File: config.mk
export PLATFORM = sky130hd
export DESIGN_NAME = rgem_back_flat
export DESIGN_NICKNAME = d
export VERILOG_FILES = /design/src/rtl/rgem_pkg.sv /design/src/rtl/rgem_ifs.sv /design/src/rtl/rgem_back.sv /design/src/flat_wrapper.sv
export SDC_FILE = /design/constraint.sdc
export NUM_CORES = 1
export LEC_CHECK = 0
export BUFFER_PORTS_ARGS = -buffer_cell sky130_fd_sc_hd__buf_4
export CORE_MARGIN = 2
export CORE_UTILIZATION = 62
export CTS_BUF_LIST = sky130_fd_sc_hd__clkbuf_4 sky130_fd_sc_hd__clkbuf_8
export CTS_CLUSTER_SIZE = 24
export DETAILED_ROUTE_END_ITERATION = 8
export GPL_TIMING_DRIVEN = 0
export HOLD_SLACK_MARGIN = 0.15
export PLACE_DENSITY = 0.86
export SYNTH_ARGS = -nofsm -noshare
export SYNTH_HDL_FRONTEND = slang
export SYNTH_SLANG_ARGS = --single-unit
File: constraint.sdc
create_clock -name clk_i -period 4.95 [get_ports clk_i]
set_clock_uncertainty 0.1 [all_clocks]
set_input_delay 0.2475 -clock clk_i [delete_from_list [all_inputs] [get_ports clk_i]]
set_output_delay 0.2475 -clock clk_i [all_outputs]
set_load 0.01 [all_outputs]
File: src/rtl/rgem_pkg.sv
`timescale 1ns / 1ps
// rgem_pkg: shared types, constants and helpers for the gradient edge marker
// no dependencies; compiled first

package rgem_pkg;

  localparam int CHAN_W       = 8;
  localparam int NUM_CHAN     = 3;
  localparam int CFG_IDX_W    = 2;
  localparam int CFG_DATA_W   = 11;
  localparam int DEF_MAX_W    = 1024;
  localparam int DEF_MAX_H    = 1024;
  localparam int RST_WIDTH    = 640;
  localparam int RST_HEIGHT   = 480;
  localparam int RST_MAXCOL   = 255;
  localparam int EDGE_DIVISOR = 2000;
  localparam int SQ_W         = 2 * CHAN_W;
  localparam int PROD_W       = SQ_W + 11;
  localparam int FIFO_DEPTH   = 4;
  localparam int FIFO_PTR_W   = $clog2(FIFO_DEPTH);
  localparam int FIFO_CNT_W   = $clog2(FIFO_DEPTH + 1);

  typedef enum logic [CFG_IDX_W-1:0] {
    REG_WIDTH  = 2'd0,
    REG_HEIGHT = 2'd1,
    REG_MAXCOL = 2'd2,
    REG_SPARE  = 2'd3
  } cfg_reg_e;

  // channel 0 is red, 1 green, 2 blue
  typedef logic [NUM_CHAN-1:0][CHAN_W-1:0] pixel_t;

  typedef struct packed {
    pixel_t           center;
    logic [SQ_W-1:0]  dsq;
    logic             last;
  } qent_t;

  function automatic logic [CHAN_W-1:0] absdiff(input logic [CHAN_W-1:0] a,
                                                input logic [CHAN_W-1:0] b);
    absdiff = (a >= b) ? (a - b) : (b - a);
  endfunction

endpackage

File: src/rtl/rgem_ifs.sv


interface rgem_res_if import rgem_pkg::*; ();
  logic              valid;
  logic              ready;
  logic [CHAN_W-1:0] red_out;
  logic [CHAN_W-1:0] green_out;
  logic [CHAN_W-1:0] blue_out;
  logic              edge_res;
  logic              frame_end;
  modport source (output valid, red_out, green_out, blue_out, edge_res, frame_end,
                  input ready);
  modport sink   (input valid, red_out, green_out, blue_out, edge_res, frame_end,
                  output ready);
endinterface


File: src/rtl/rgem_back.sv
`timescale 1ns / 1ps
// rgem_back: threshold decision, marker color and the output register
// depends on rgem_pkg, rgem_ifs

module rgem_back import rgem_pkg::*; (
  input  logic              clk_i,
  input  logic              rst_ni,
  input  qent_t             entry_i,
  input  logic              avail_i,
  output logic              pop_o,
  input  logic [CHAN_W-1:0] max_color_i,
  input  logic [SQ_W-1:0]   mc_sq_i,
  rgem_res_if.source        res_o
);

  logic valid_q, is_edge;

  // floor(m/2000) < d*d  <=>  m < 2000*d*d
  assign is_edge = (PROD_W'(entry_i.dsq) * PROD_W'(EDGE_DIVISOR)) > PROD_W'(mc_sq_i);
  assign pop_o   = avail_i && (!valid_q || res_o.ready);

  always_ff @(posedge clk_i or negedge rst_ni) begin
    if (!rst_ni) begin
      valid_q <= 1'b0;
    end else if (pop_o) begin
      valid_q <= 1'b1;
    end else if (res_o.ready) begin
      valid_q <= 1'b0;
    end
  end

  always_ff @(posedge clk_i) begin
    if (pop_o) begin
      res_o.red_out   <= is_edge ? max_color_i : entry_i.center[0];
      res_o.green_out <= is_edge ? '0 : entry_i.center[1];
      res_o.blue_out  <= is_edge ? max_color_i : entry_i.center[2];
      res_o.edge_res  <= is_edge;
      res_o.frame_end <= entry_i.last;
    end
  end

  assign res_o.valid = valid_q;

endmodule

File: src/flat_wrapper.sv
// flat-port wrapper written by rule: the top's interface ports become plain ports
module rgem_back_flat import rgem_pkg::*;
  (clk_i, rst_ni, entry_i, avail_i, pop_o, max_color_i, mc_sq_i, res_o_valid, res_o_red_out, res_o_green_out, res_o_blue_out, res_o_edge_res, res_o_frame_end, res_o_ready);
  rgem_res_if res_o_i ();
  input  logic clk_i;
  input  logic rst_ni;
  input  qent_t entry_i;
  input  logic avail_i;
  output logic pop_o;
  input  logic [CHAN_W-1:0] max_color_i;
  input  logic [SQ_W-1:0] mc_sq_i;
  output wire logic [$bits(res_o_i.valid)-1:0] res_o_valid;
  output wire logic [$bits(res_o_i.red_out)-1:0] res_o_red_out;
  output wire logic [$bits(res_o_i.green_out)-1:0] res_o_green_out;
  output wire logic [$bits(res_o_i.blue_out)-1:0] res_o_blue_out;
  output wire logic [$bits(res_o_i.edge_res)-1:0] res_o_edge_res;
  output wire logic [$bits(res_o_i.frame_end)-1:0] res_o_frame_end;
  input wire logic [$bits(res_o_i.ready)-1:0] res_o_ready;
  assign res_o_valid = res_o_i.valid;
  assign res_o_red_out = res_o_i.red_out;
  assign res_o_green_out = res_o_i.green_out;
  assign res_o_blue_out = res_o_i.blue_out;
  assign res_o_edge_res = res_o_i.edge_res;
  assign res_o_frame_end = res_o_i.frame_end;
  assign res_o_i.ready = res_o_ready;
  rgem_back u_core (.clk_i(clk_i), .rst_ni(rst_ni), .entry_i(entry_i), .avail_i(avail_i), .pop_o(pop_o), .max_color_i(max_color_i), .mc_sq_i(mc_sq_i), .res_o(res_o_i));
endmodule
==> key figures <==
GRT
  – Initial antenna violation count: 0
  – Grt ovf: 0
  – Gr usage total: 0.310
  – Number of global-route vias before repair: between 4,000 and 5,000
  – First-pass GRT wire length: approximately 19,000 um
  – Largest net degree at the start of global routing: 28

STA
  – Max-slew violations: 0
  – RSZ-0062 raised after global routing: yes
  – Worst-Margin Slew: approximately 1300 ps
  – Endpoints failing setup: 25
  – Final Hold Fails: 0
  – FMAX: ~160 MHz
  – Max_slew headroom: 0.103
  – Final worst slack: -1410 ps
  – Period utilisation layout: 1.28
  – Minimum clock period: 6360 ps

Setup path
  – Crit end category: flip-flop
  – Worst path max stage delay: ~570 ps
  – Max FO, Critical Path: 5
  – Most used cell, CP: fa_1
  – Worst path slowest cell: fa_1
  – WP data required: 4890 ps
  – Worst path arrival time: 6290 ps
  – Crit path kind: in2reg
  – Worst setup SP type: input port

Synthesis
  – Mux cell area share after synthesis: 0.0524
  – Post-synth net total: ~630
  – Main combinational cell family by area after synthesis: adder cells
  – Adder-Cell Fraction of Synth Area: 0.429
  – Unique masters post-synth: 60
  – Ys Warns: 0
  – Register area share after synthesis: 0.184
  – Most frequent cells after synthesis: inv_1, ha_1, fa_1, edfxtp_1, a21oi_1
  – Compound-Gate Fraction of Synth Area: 0.105
  – Async set-reset flop share out of synthesis: 0.0370
  – Syn_area_per_cell: around 10 um^2
  – Post-Synth XOR/XNOR Area: 0.0199
  – Number of synthesized flops with an enable pin: 26
  – #FFs+latches synth: 27
  – Primary FF master, synth: edfxtp_1
  – Largest cells by area after synthesis: fa_1, ha_1, edfxtp_1, inv_1, mux2_4
  – Mapped Area: roughly 4400 um^2
  – Synth Area in Simple Gates: 0.115
  – Syn Inst Count: about 440
  – Area leader, netlist: fa_1
  – Top-count cell post-synth: inv_1
  – Top cell type's share of synthesized area: 0.246

Placed design
  – Routability Congestion: 0.886
  – Placed Area: ~5300 um^2
  – # port buffers: 96
  – Final HPWL DP: between 8000 and 9000 um

Route
  – Routed WL: approximately 14,000 um
  – Iter 0 DRT Violations: 420
  – Residual DRC: 0
  – First-pass DRT Iterations: 6
  – Vias per Instance: 6.09
  – Routed len/inst: about 20 um
  – Antenna viol nets, final: 0
  – Via count: a little over 4,000

Die
  – Die H: ~88 um
  – Initial core utilization: 0.643
  – Width of the chip: about 88 um
  – Placement Rows: 30
  – Die area: approximately 8000 um^2
  – I/O pins: 97
  – Placeable core region: between 6000 and 7000 um^2

Outcome
  – Violated checks: setup timing
  – Status: finished with violations

Clock network
  – Clk_lat worst skew: just over 300 ps
  – H-tree depth: 1
  – CTS Sinks: 27
  – Clock buffer count from CTS: 3
  – Worst-path clk slew: approximately 130 ps
  – Root Buffer Master: clkbuf_8
  – TritonCTS clock tree: done
  – Deepest clock path buffer count: 2

Final layout
  – Final-layout fill cell count: roughly 360
  – Final Cell Area: 5780 um^2
  – Fin nets: roughly 760
  – Footprint of the multi-input gates: 3360 um^2
  – Syn-to-layout area delta: 31.7%
  – Final Util: 0.847
  – N_diodes: 0
  – Sequential Area: between 800 and 900 um^2
  – Share of cells above drive strength 1: 0.331

Power
  – Pleak: around 2.9 nW
  – VDD IR max: roughly 0.46 mV
  – Tot Pwr: roughly 3.4 mW
  – Pwr Density: roughly 580 nW/um^2

Worst hold path
  – Hold Crit Class: in2async

Run
  – Max-Cap Viols: 0
## flip-flops by register name, indices dropped and copies added, names as in the netlist
| signal | count |
|---|---|
| u_core.res_o.valid | 1 |
| u_core.res_o.blue_out | 8 |
| u_core.res_o.frame_end | 1 |
| u_core.res_o.edge_res | 1 |
| u_core.res_o.green_out | 8 |
| u_core.res_o.red_out | 8 |
## cells in the final DEF (no fill, tap or decap), types with 3 or more instances in the layout
| master | Yosys | layout |
|---|---|---|
| clkbuf_8 | 0 | 3 |
| nand2_1 | 20 | 19 |
| fa_1 | 54 | 54 |
| a21oi_2 | 0 | 3 |
| nor2b_1 | 4 | 4 |
| xnor2_1 | 9 | 8 |
| nor2_1 | 15 | 14 |
| nand3_1 | 10 | 8 |
| a21o_1 | 6 | 6 |
| and2_4 | 0 | 7 |
| inv_1 | 97 | 89 |
| nand2b_1 | 4 | 4 |
| edfxtp_1 | 26 | 26 |
| inv_2 | 0 | 6 |
| and2_1 | 12 | 5 |
| o21a_1 | 3 | 3 |
| buf_4 | 3 | 108 |
| and3_1 | 6 | 5 |
| ha_4 | 0 | 4 |
| nor3_1 | 4 | 3 |
| ha_1 | 64 | 60 |
| buf_6 | 1 | 10 |
| o21ai_0 | 10 | 8 |
| mux2_4 | 8 | 16 |
| dlygate4sd3_1 | 0 | 9 |
| a211oi_1 | 5 | 5 |
| nand4_1 | 5 | 5 |
| a21oi_1 | 21 | 17 |
## routing by layer
metal	global-route usage	vias up	part of all wire
met1	0.349	1971	0.34
li1	-	1728	-
met4	0.110	0	0.059
met3	0.0481	86	0.062
met2	0.591	257	0.54
met5	0	-	0
## layout make-up
cell class / instances / area share
Timing Repair Buffer: 125 / 0.175
Multi-Input combinational cell: 306 / 0.581
Inverter: 98 / 0.0660
Sequential cell: 27 / 0.139
Timing Repair inverter: 1 / 0.00151
Clock buffer: 3 / 0.00714
Buffer: 7 / 0.00800
Clock inverter: 1 / 0.00130
Tap cell: 96 / 0.0208
## repair_timing
| item | CTS | global route |
|---|---|---|
| buffers inserted | 12 | 8 |
| pin swaps | 11 | 15 |
| setup endpoints to repair | 25 | 25 |
| hold buffers | 9 | 0 |
| gates cloned | 1 | 0 |
| resized for setup | 22 | 31 |
| endpoints found under the hold margin | 8 | 0 |
## power by group
group          internal [mW]  switching, mW
Sequential             0.264        0.00488
Combinational           1.28           1.67
Clock                 0.0577         0.0883
Total                   1.60           1.76
## critical path, delay by kind of cell
kind | cells | cell delay (ps)
AO/OA/AOI/OAI | 6 | 840
XOR/XNOR | 1 | 240
adder cells (fa/ha/maj) | 6 | 2680
buffers and inverters | 6 | 580
multiplexers | 1 | 280
AND/OR/NAND/NOR | 5 | 1420
## final timing paths
kind / end / cells after the start / startpoint / slack [ps]
max in group asynchronous: u_core.res_o.valid / 2 / rst_ni / 4540
worst min-delay path: u_core.res_o.valid / 2 / rst_ni / 130
min in group clk_i: u_core.res_o.red_out[5] / 2 / entry_i[22] / 130
worst min register to register: u_core.res_o.valid / 3 / u_core.res_o.valid / 1090
worst max-delay path: u_core.res_o.red_out[0] / 25 / entry_i[1] / -1410
worst max register to register: u_core.res_o.red_out[0] / 2 / u_core.res_o.valid / 2860
## cells by family (layout without fill, tap and decap cells)
group | Yosys count | in the layout
mux | 18 | 18
compound gates | 68 | 68
buf+inv | 105 | 235
fa+ha+maj | 118 | 118
flops | 27 | 27
simple gates | 92 | 92
xor+xnor | 10 | 10
## per-stage QoR
step | hold WS, ps | cells | setup WS [ps] | TNS [ps]
global route | 139 | 664 | -1550 | -36850
CTS | 158 | 656 | -1110 | -25650
detailed placement | -74.0 | 630 | -1970 | -43970
finish | 128 | 664 | -1410 | -33170
global placement | -77.0 | 630 | -1880 | -41870
floorplan | -148 | 438 | -1220 | -25570
(Power assumes the default switching activity.)
