## src/rtl/rgem_pkg.sv

```systemverilog
`timescale 1ns / 1ps
// rgem_pkg: shared types, constants and helpers for the gradient edge marker
// no dependencies; compiled first

package rgem_pkg;

  localparam int CHAN_W       = 8;
  localparam int NUM_CHAN     = 3;
  localparam int CFG_IDX_W    = 2;
  localparam int CFG_DATA_W   = 11;
  localparam int DEF_MAX_W    = 1024;
  localparam int DEF_MAX_H    = 1024;
  localparam int RST_WIDTH    = 640;
  localparam int RST_HEIGHT   = 480;
  localparam int RST_MAXCOL   = 255;
  localparam int EDGE_DIVISOR = 2000;
  localparam int SQ_W         = 2 * CHAN_W;
  localparam int PROD_W       = SQ_W + 11;
  localparam int FIFO_DEPTH   = 4;
  localparam int FIFO_PTR_W   = $clog2(FIFO_DEPTH);
  localparam int FIFO_CNT_W   = $clog2(FIFO_DEPTH + 1);

  typedef enum logic [CFG_IDX_W-1:0] {
    REG_WIDTH  = 2'd0,
    REG_HEIGHT = 2'd1,
    REG_MAXCOL = 2'd2,
    REG_SPARE  = 2'd3
  } cfg_reg_e;

  // channel 0 is red, 1 green, 2 blue
  typedef logic [NUM_CHAN-1:0][CHAN_W-1:0] pixel_t;

  typedef struct packed {
    pixel_t           center;
    logic [SQ_W-1:0]  dsq;
    logic             last;
  } qent_t;

  function automatic logic [CHAN_W-1:0] absdiff(input logic [CHAN_W-1:0] a,
                                                input logic [CHAN_W-1:0] b);
    absdiff = (a >= b) ? (a - b) : (b - a);
  endfunction

endpackage

```

## src/rtl/rgem_fifo.sv

```systemverilog
`timescale 1ns / 1ps
// rgem_fifo: short register queue between front and back
// depends on rgem_pkg

module rgem_fifo import rgem_pkg::*; (
  input  logic                  clk_i,
  input  logic                  rst_ni,
  input  logic                  push_i,
  input  qent_t                 entry_i,
  input  logic                  pop_i,
  output qent_t                 entry_o,
  output logic                  avail_o,
  output logic [FIFO_CNT_W-1:0] free_o
);

  qent_t                 mem_q [FIFO_DEPTH];
  logic [FIFO_PTR_W-1:0] wp_q, rp_q;
  logic [FIFO_CNT_W-1:0] cnt_q;

  always_ff @(posedge clk_i or negedge rst_ni) begin
    if (!rst_ni) begin
      wp_q  <= '0;
      rp_q  <= '0;
      cnt_q <= '0;
    end else begin
      if (push_i) wp_q <= wp_q + FIFO_PTR_W'(1);
      if (pop_i) rp_q <= rp_q + FIFO_PTR_W'(1);
      cnt_q <= cnt_q + FIFO_CNT_W'(push_i) - FIFO_CNT_W'(pop_i);
    end
  end

  always_ff @(posedge clk_i) begin
    if (push_i) mem_q[wp_q] <= entry_i;
  end

  assign entry_o = mem_q[rp_q];
  assign avail_o = cnt_q != '0;
  assign free_o  = FIFO_CNT_W'(FIFO_DEPTH) - cnt_q;

endmodule

```

## config.mk

```make
export PLATFORM = sky130hd
export DESIGN_NAME = rgem_fifo
export DESIGN_NICKNAME = d
export VERILOG_FILES = /design/src/rtl/rgem_pkg.sv /design/src/rtl/rgem_fifo.sv
export SDC_FILE = /design/constraint.sdc
export NUM_CORES = 1
export LEC_CHECK = 0
export BUFFER_PORTS_ARGS = -buffer_cell sky130_fd_sc_hd__clkbuf_2
export CAP_MARGIN = 20
export CORE_MARGIN = 2
export CORE_UTILIZATION = 56
export CTS_CLUSTER_DIAMETER = 50
export DETAILED_ROUTE_END_ITERATION = 6
export HOLD_SLACK_MARGIN = 0.15
export PLACE_DENSITY_LB_ADDON = 0.25
export SYNTH_ARGS = -nofsm -noshare
export SYNTH_HDL_FRONTEND = slang
export SYNTH_SLANG_ARGS = --single-unit
```

## constraint.sdc

```tcl
create_clock -name clk_i -period 2.61 [get_ports clk_i]
set_clock_uncertainty 0.15 [all_clocks]
set_input_delay 0.783 -clock clk_i [delete_from_list [all_inputs] [get_ports clk_i]]
set_output_delay 0.783 -clock clk_i [all_outputs]
set_load 0.1 [all_outputs]
```

==> results of run 1 <==
[synthesized netlist by cell type (all sizes together)]
library cell and number:
edfxtp 164, fa 1, ha 8, o21ai 1, xor2 3, dfrtp 7
xnor2 2, clkbuf 1, mux4 41, buf 10, nand2 2, inv 9
and2 4
[kinds of logic (layout without fill, tap and decap cells)]
kind of cell             Yosys count  after routing  share of synthesized area [%]
flip-flops                       171            171                           79.8
multiplexers                      41             41                           14.6
buffers and inverters             20            152                           2.45
adder cells (fa/ha/maj)            9              9                           1.88
AND/OR/NAND/NOR                    6              6                          0.509
XOR/XNOR                           5              5                          0.685
AO/OA/AOI/OAI                      1              1                         0.0782
other                              0              1                              0
[sequential cells by signal, indices dropped and copies added (netlist names)]
name	flops
mem_q	164
cnt_q	3
rp_q	2
wp_q	2
[stage by stage]
step | util (%) | setup WS, ns | hold slack, ns | area (sq um)
after floorplan | - | 0.185 | 0.337 | 6390
after global placement | 68.7 | 0.210 | 0.362 | 7740
after detailed placement | 68.7 | 0.182 | 0.372 | 7740
after CTS | 73.9 | -0.227 | 0.383 | 8330
after global routing | 75.0 | -0.240 | 0.400 | 8450
final | 75.0 | -0.207 | 0.380 | 8450
[metal layers]
| layer | vias up | part of all wire (%) |
|---|---|---|
| met3 | 14 | 6.1 |
| li1 | 1298 | - |
| met4 | 0 | 1.5 |
| met2 | 103 | 52 |
| met5 | - | 0 |
| met1 | 1548 | 40 |
[cell usage in the layout, fill, tap and decap left out, types with 3 or more instances in the layout]
master                      synthesis  final
sky130_fd_sc_hd__edfxtp_1         164    164
sky130_fd_sc_hd__buf_12             4     51
sky130_fd_sc_hd__clkbuf_2           0     46
sky130_fd_sc_hd__mux4_2            38     41
sky130_fd_sc_hd__clkbuf_16          0     20
sky130_fd_sc_hd__inv_1              9      8
sky130_fd_sc_hd__ha_1               8      8
sky130_fd_sc_hd__buf_4              1      7
sky130_fd_sc_hd__clkbuf_1           1      5
sky130_fd_sc_hd__dfrtp_1            7      5
sky130_fd_sc_hd__and2_2             0      4
sky130_fd_sc_hd__buf_6              1      4
sky130_fd_sc_hd__xor2_1             3      3
sky130_fd_sc_hd__bufinv_16          0      3
[worst max-delay path by stage]
stage | cells past startpoint | endpoint
2_1_floorplan | 3 | entry_o[1]
3_3_place_gp | 3 | entry_o[0]
3_5_place_dp | 3 | entry_o[0]
4_1_cts | 3 | entry_o[36]
5_1_grt | 4 | entry_o[26]
6_report | 4 | entry_o[36]
[cell type report]
| cell class | count | area [sq um] |
|---|---|---|
| sequential | 171 | 5110 |
| fill | 622 | 2820 |
| timing repair buffer | 112 | 1430 |
| multi-input combinational | 62 | 1130 |
| clock buffer | 22 | 444 |
| tap | 143 | 179 |
| clock inverter | 9 | 123 |
| inverter | 9 | 33.8 |
| antenna | 1 | 2.50 |
[repair_timing]
action,CTS,global route
cloned,0,3
endpoints found under the setup margin,41,42
hold buffers,1,0
hold endpoints to repair,7,0
buffers inserted,3,4
resized for setup,3,7
==> results.md, run 1 <==
* Register area share after synthesis at 79.8%
* Mean routed wirelength per cell at 22.1 um
* Placeable core region at 11,300 sq um
* Detailed Routing Iterations Pass 1 at 4
* Die boundary height at 111 um
* Total routing usage reported by global routing at 20.0%
* Setup-failing EPs final at 41
* Post-Synthesis Cell Area at 6390 sq um
* Violated checks: setup timing
* Post-route minimum period at 2.82 ns
* Transition time at the pin with the least slew margin at 0.544 ns
* Gpl congestion at 0.716
* Required time of the critical path at 1.68 ns
* Antenna viol nets, final at 0
* Run status: finished, violations left
* Synthesized Nets at 307
* Worst path buffer plus inverter count at 3
* TritonCTS clock tree: built
* Most used routing layer: met2
* Worst r2r path cells at 4
* Remaining routing DRC violations at 0
* Maximum fanout along the worst path at 6
* Number of failing hold endpoints at the final stage at 0
* Buffer cell driving the clock tree root: sky130_fd_sc_hd__clkbuf_16
* Stage delay of the slowest cell on the critical path at 0.56 ns
* CTS Sinks at 171
* Standard cell with the maximum stage delay on the critical path: sky130_fd_sc_hd__mux4_2
* Clock Pin Slew Worst Setup and Hold Paths at 0.06 ns
* Final count of pins violating max slew at 0
* Initial antenna violation count at 1
* Area growth from synthesis to layout at 32.2%
* Largest net degree at the start of global routing at 37
* Top area cells in the synthesized netlist: sky130_fd_sc_hd__edfxtp_1, sky130_fd_sc_hd__mux4_2, sky130_fd_sc_hd__dfrtp_1
* Cell Rows at 39
* Starting DRC count in detailed routing at 166
* Setup repair after global routing missed its margin: yes
* Worst R2R End: mem_q[2][31]
* Critical path's most frequent cell: sky130_fd_sc_hd__buf_12
* CTS buffer count at 17
* Kind of critical path: register to primary output
* Cell variety after synth at 17
* R2R Setup Slk at 0.85 ns
* Flops & latches, synth at 171
* First-pass GRT wire length at 18,100 um
* Die footprint at 12,300 sq um
* Via count of the first global-routing pass at 3,245
* Setup total negative slack at -7.27 ns
* Detailed placement HPWL at 6660 um
* Met2 track demand over resource at 33.8%
* Cells traversed along the worst timing path: buf_6, buf_12, mux4_2, buf_12
* Mean post-synth cell area at 25.3 sq um
* Total congestion overflow after global routing at 0
* Worst hold stages at 1
* Cells after Synth at 253
* Share of layout cells above drive strength 1 at 47.5%
* Vias at 2,963
* FMAX at 355 MHz
* Worst hold start: wp_q[0]
* Bufs on Longest Clock Path at 2
* Total of warnings raised by yosys at 0
* Net count reported at finish at 427
* Worst hold path type: register to register
* Type of destination of the critical path: primary output
* Dominant cell type by area after synthesis: sky130_fd_sc_hd__edfxtp_1
* Total routed wirelength at 11,700 um
* Startpoint of the worst setup timing path: rp_q[0]
* Reg-to-Reg Start: wp_q[0]
* Met3 Resource Use GR at 6.01%
* Port bufs at 89
* Width of the die at 111 um
* Max-cap violations at 0
* Worst endpoint data arrival time at 1.88 ns
* End point of the most critical hold path: wp_q[0]
* Startpoint Class: register
* Top-area cell type share of the netlist area at 77.0%
* DP Cell Count at 486
* H-tree depth reported by CTS at 4
* Relative slew margins at 63.9%
* Cell Count, Final, Fillers Out at 529
* Routed vias/inst at 5.60
* Period utilisation layout at 108%
* Ports at 90
* Final critical-path setup slack at -0.207 ns
* Insertion delay of the later-clocked pin in the worst-skew pair at 0.41 ns
* Effective utilization at floorplan at 56.7%
* Met1 usage at 25.4%
* CP delay by family, top: multiplexers
Power of run 1 is left out: the tool's default activity adds up to more than one toggle a clock period on the data nets, which glitch-free logic cannot reach.
==> run 2, diff against run 1 <==
==> constraint.sdc (replaced) <==
create_clock -name clk_i -period 2.8 [get_ports clk_i]
set_clock_uncertainty 0.15 [all_clocks]
set_input_delay 0.84 -clock clk_i [delete_from_list [all_inputs] [get_ports clk_i]]
set_output_delay 0.84 -clock clk_i [all_outputs]
set_load 0.1 [all_outputs]
==> run 2 against run 1 <==
The run still ends with setup timing left. First-iteration DRC count up 28%. Sequential cell count unchanged. Critical path depth unchanged. Global-route usage down 1.2 points. Critical endpoint is now entry_o[17]. Largest cell class unchanged. Sequential share of layout area up 0.83 points. Wire length down 9.2%.
==> results.md, run 2 (same netlist as run 1, synthesis figures left out) <==
* Clock Pin Slew Worst Setup and Hold Paths at 0.06 ns (about the same)
* Detailed Routing Iterations Pass 1 at 4 (unchanged)
* CTS buffer count at 17 (unchanged)
* Reg-to-Reg Start: cnt_q[0]
* Standard cell with the maximum stage delay on the critical path: sky130_fd_sc_hd__mux4_2
* TritonCTS clock tree: built
* Width of the die at 111 um (unchanged)
* Routed vias/inst at 5.46 (-2.5%)
* Violated checks: setup timing
* Number of failing hold endpoints at the final stage at 0 (unchanged)
* Worst endpoint data arrival time at 1.89 ns (about the same)
* Multi-input combinational cell area at 1130 sq um (unchanged)
* Worst hold start: wp_q[0]
* Type of destination of the critical path: primary output
* Most used routing layer: met2
* First-pass GRT wire length at 17,000 um (-6.0%)
* Count of filler cells inserted in the layout at 643 (+3.4%)
* Registers with the highest flip-flop counts: mem_q x164, cnt_q x3
* Worst r2r path cells at 6 (+2)
* Ports at 90 (unchanged)
* Detailed placement HPWL at 6730 um (+0.97%)
* Critical path's most frequent cell: sky130_fd_sc_hd__buf_12
* End point of the most critical hold path: wp_q[0]
* H-tree depth reported by CTS at 4 (unchanged)
* Final-layout worst hold slack at 0.382 ns (+0.00218 ns)
* Die footprint at 12,300 sq um (unchanged)
* Gpl congestion at 0.698 (-2.4%)
* Leading cell type in the layout, fill and taps excluded: sky130_fd_sc_hd__edfxtp_1
* Period utilisation layout at 103%
* Worst hold stages at 1 (unchanged)
* Antenna viol nets, final at 0 (unchanged)
* Final critical-path setup slack at -0.0782 ns (+0.128 ns)
* Transition time at the pin with the least slew margin at 0.538 ns (-0.00549 ns)
* Worst hold path type: register to register
* Met2 track demand over resource at 31.7% (-2.1 points)
* Worst R2R End: cnt_q[2]
* Met1 usage at 22.5% (-3.0 points)
* Register bank with the most flops: mem_q
* Vias at 2,877 (-2.9%)
* Kind of critical path: register to primary output
* Total routed wirelength at 10,600 um (-9.2%)
* Buffer cell driving the clock tree root: sky130_fd_sc_hd__clkbuf_16
* Startpoint Class: register
* Remaining routing DRC violations at 0 (unchanged)
* Stage delay of the slowest cell on the critical path at 0.55 ns (about the same)
* Relative slew margins at 64.3% (+0.36 points)
* Top library cells by usage in the layout, fill and taps aside: sky130_fd_sc_hd__edfxtp_1, sky130_fd_sc_hd__buf_12, sky130_fd_sc_hd__clkbuf_2
* Worst path buffer plus inverter count at 3 (unchanged)
* CTS Sinks at 171 (unchanged)
* Setup repair after global routing missed its margin: yes
* Total congestion overflow after global routing at 0 (unchanged)
* Run status: finished, violations left
* Required time of the critical path at 1.81 ns (+0.13 ns)
* Largest net degree at the start of global routing at 30 (-19%)
* Insertion delay of the later-clocked pin in the worst-skew pair at 0.42 ns (about the same)
* Flip-flop count of the largest register after layout at 164 (unchanged)
* Placeable core region at 11,300 sq um (unchanged)
* Cell Rows at 39 (unchanged)
* Number of antenna diodes at 0 (-1)
* Area growth from synthesis to layout at 30.4%
* Total routing usage reported by global routing at 18.8% (-1.2 points)
* CP delay by family, top: multiplexers
* FMAX at 347 MHz
* Port bufs at 89 (unchanged)
* Starting DRC count in detailed routing at 212 (+28%)
* Bufs on Longest Clock Path at 2 (unchanged)
* Effective utilization at floorplan at 56.7% (unchanged)
* FF+latch area at 5100 sq um (about the same)
* Net count reported at finish at 425 (-0.47%)
* Mean routed wirelength per cell at 20.1 um (-8.8%)
* Post-route minimum period at 2.88 ns
* Final count of pins violating max slew at 0 (unchanged)
* Share of layout cells above drive strength 1 at 46.9% (-0.66 points)
* Die boundary height at 111 um (unchanged)
* Met3 Resource Use GR at 7.27% (+1.3 points)
* R2R Setup Slk at 1.10 ns (+0.25 ns)
* Max-cap violations at 0 (unchanged)
* Via count of the first global-routing pass at 3,188 (-1.8%)
* Setup-failing EPs final at 39 (-4.9%)
* Cells traversed along the worst timing path: buf_12, buf_12, mux4_2, buf_12
* Startpoint of the worst setup timing path: rp_q[0]
* Initial antenna violation count at 0 (-1)
* Maximum fanout along the worst path at 10 (+4)
run 2: cell count changes in the layout (fill, tap and decap cells not counted), moves of 2 or more:
cell	before	now
sky130_fd_sc_hd__buf_12	51	48
sky130_fd_sc_hd__buf_4	7	10
sky130_fd_sc_hd__buf_6	4	2
sky130_fd_sc_hd__bufinv_16	3	1
sky130_fd_sc_hd__clkbuf_1	5	8
sky130_fd_sc_hd__clkbuf_16	20	18
sky130_fd_sc_hd__clkbuf_8	0	4
sky130_fd_sc_hd__clkinv_1	2	0
sky130_fd_sc_hd__clkinvlp_4	2	0
run 2: final cells by class:
class	instances	share of cell area, %
Clock buffer	29	6.13
Clock inverter	3	0.480
Inverter	9	0.405
Multi-Input combinational cell	62	13.6
Sequential cell	171	61.3
Tap cell	143	2.15
Timing Repair Buffer	110	16.0
run 2: repair_timing:
item	CTS	global route
hold endpoints to repair	7	0
buffers inserted	2	2
hold buffers	1	0
gates resized for setup	4	5
endpoints found under the setup margin	42	42
gates cloned	0	1
run 2: worst max path at each step:
stage | to | slack, ns | cells past startpoint
6_report | entry_o[17] | -0.08 | 4
4_1_cts | entry_o[24] | -0.11 | 3
3_3_place_gp | entry_o[29] | 0.24 | 3
3_5_place_dp | entry_o[27] | 0.23 | 3
2_1_floorplan | entry_o[1] | 0.32 | 3
5_1_grt | entry_o[17] | -0.13 | 4
run 2: per-stage QoR:
stage	area [sq um]	util [%]	TNS [ns]	setup WS, ns	cells
final	8330	73.9	-2.05	-0.0782	527
after global routing	8330	73.9	-4.16	-0.127	527
after CTS	8290	73.5	-3.43	-0.111	524
after detailed placement	7710	68.4	0	0.227	489
after global placement	7710	68.4	0	0.243	489
after floorplan	6390	-	0	0.318	253
run 2: per-layer routing:
| metal | vias up | share of wire, % | wire [um] |
|---|---|---|---|
| li1 | 1295 | - | - |
| met1 | 1486 | 40 | 4210 |
| met2 | 84 | 53 | 5610 |
| met3 | 12 | 6.0 | 635 |
| met4 | 0 | 1.3 | 140 |
| met5 | - | 0 | 0 |
Power of run 2 is left out for the same reason.
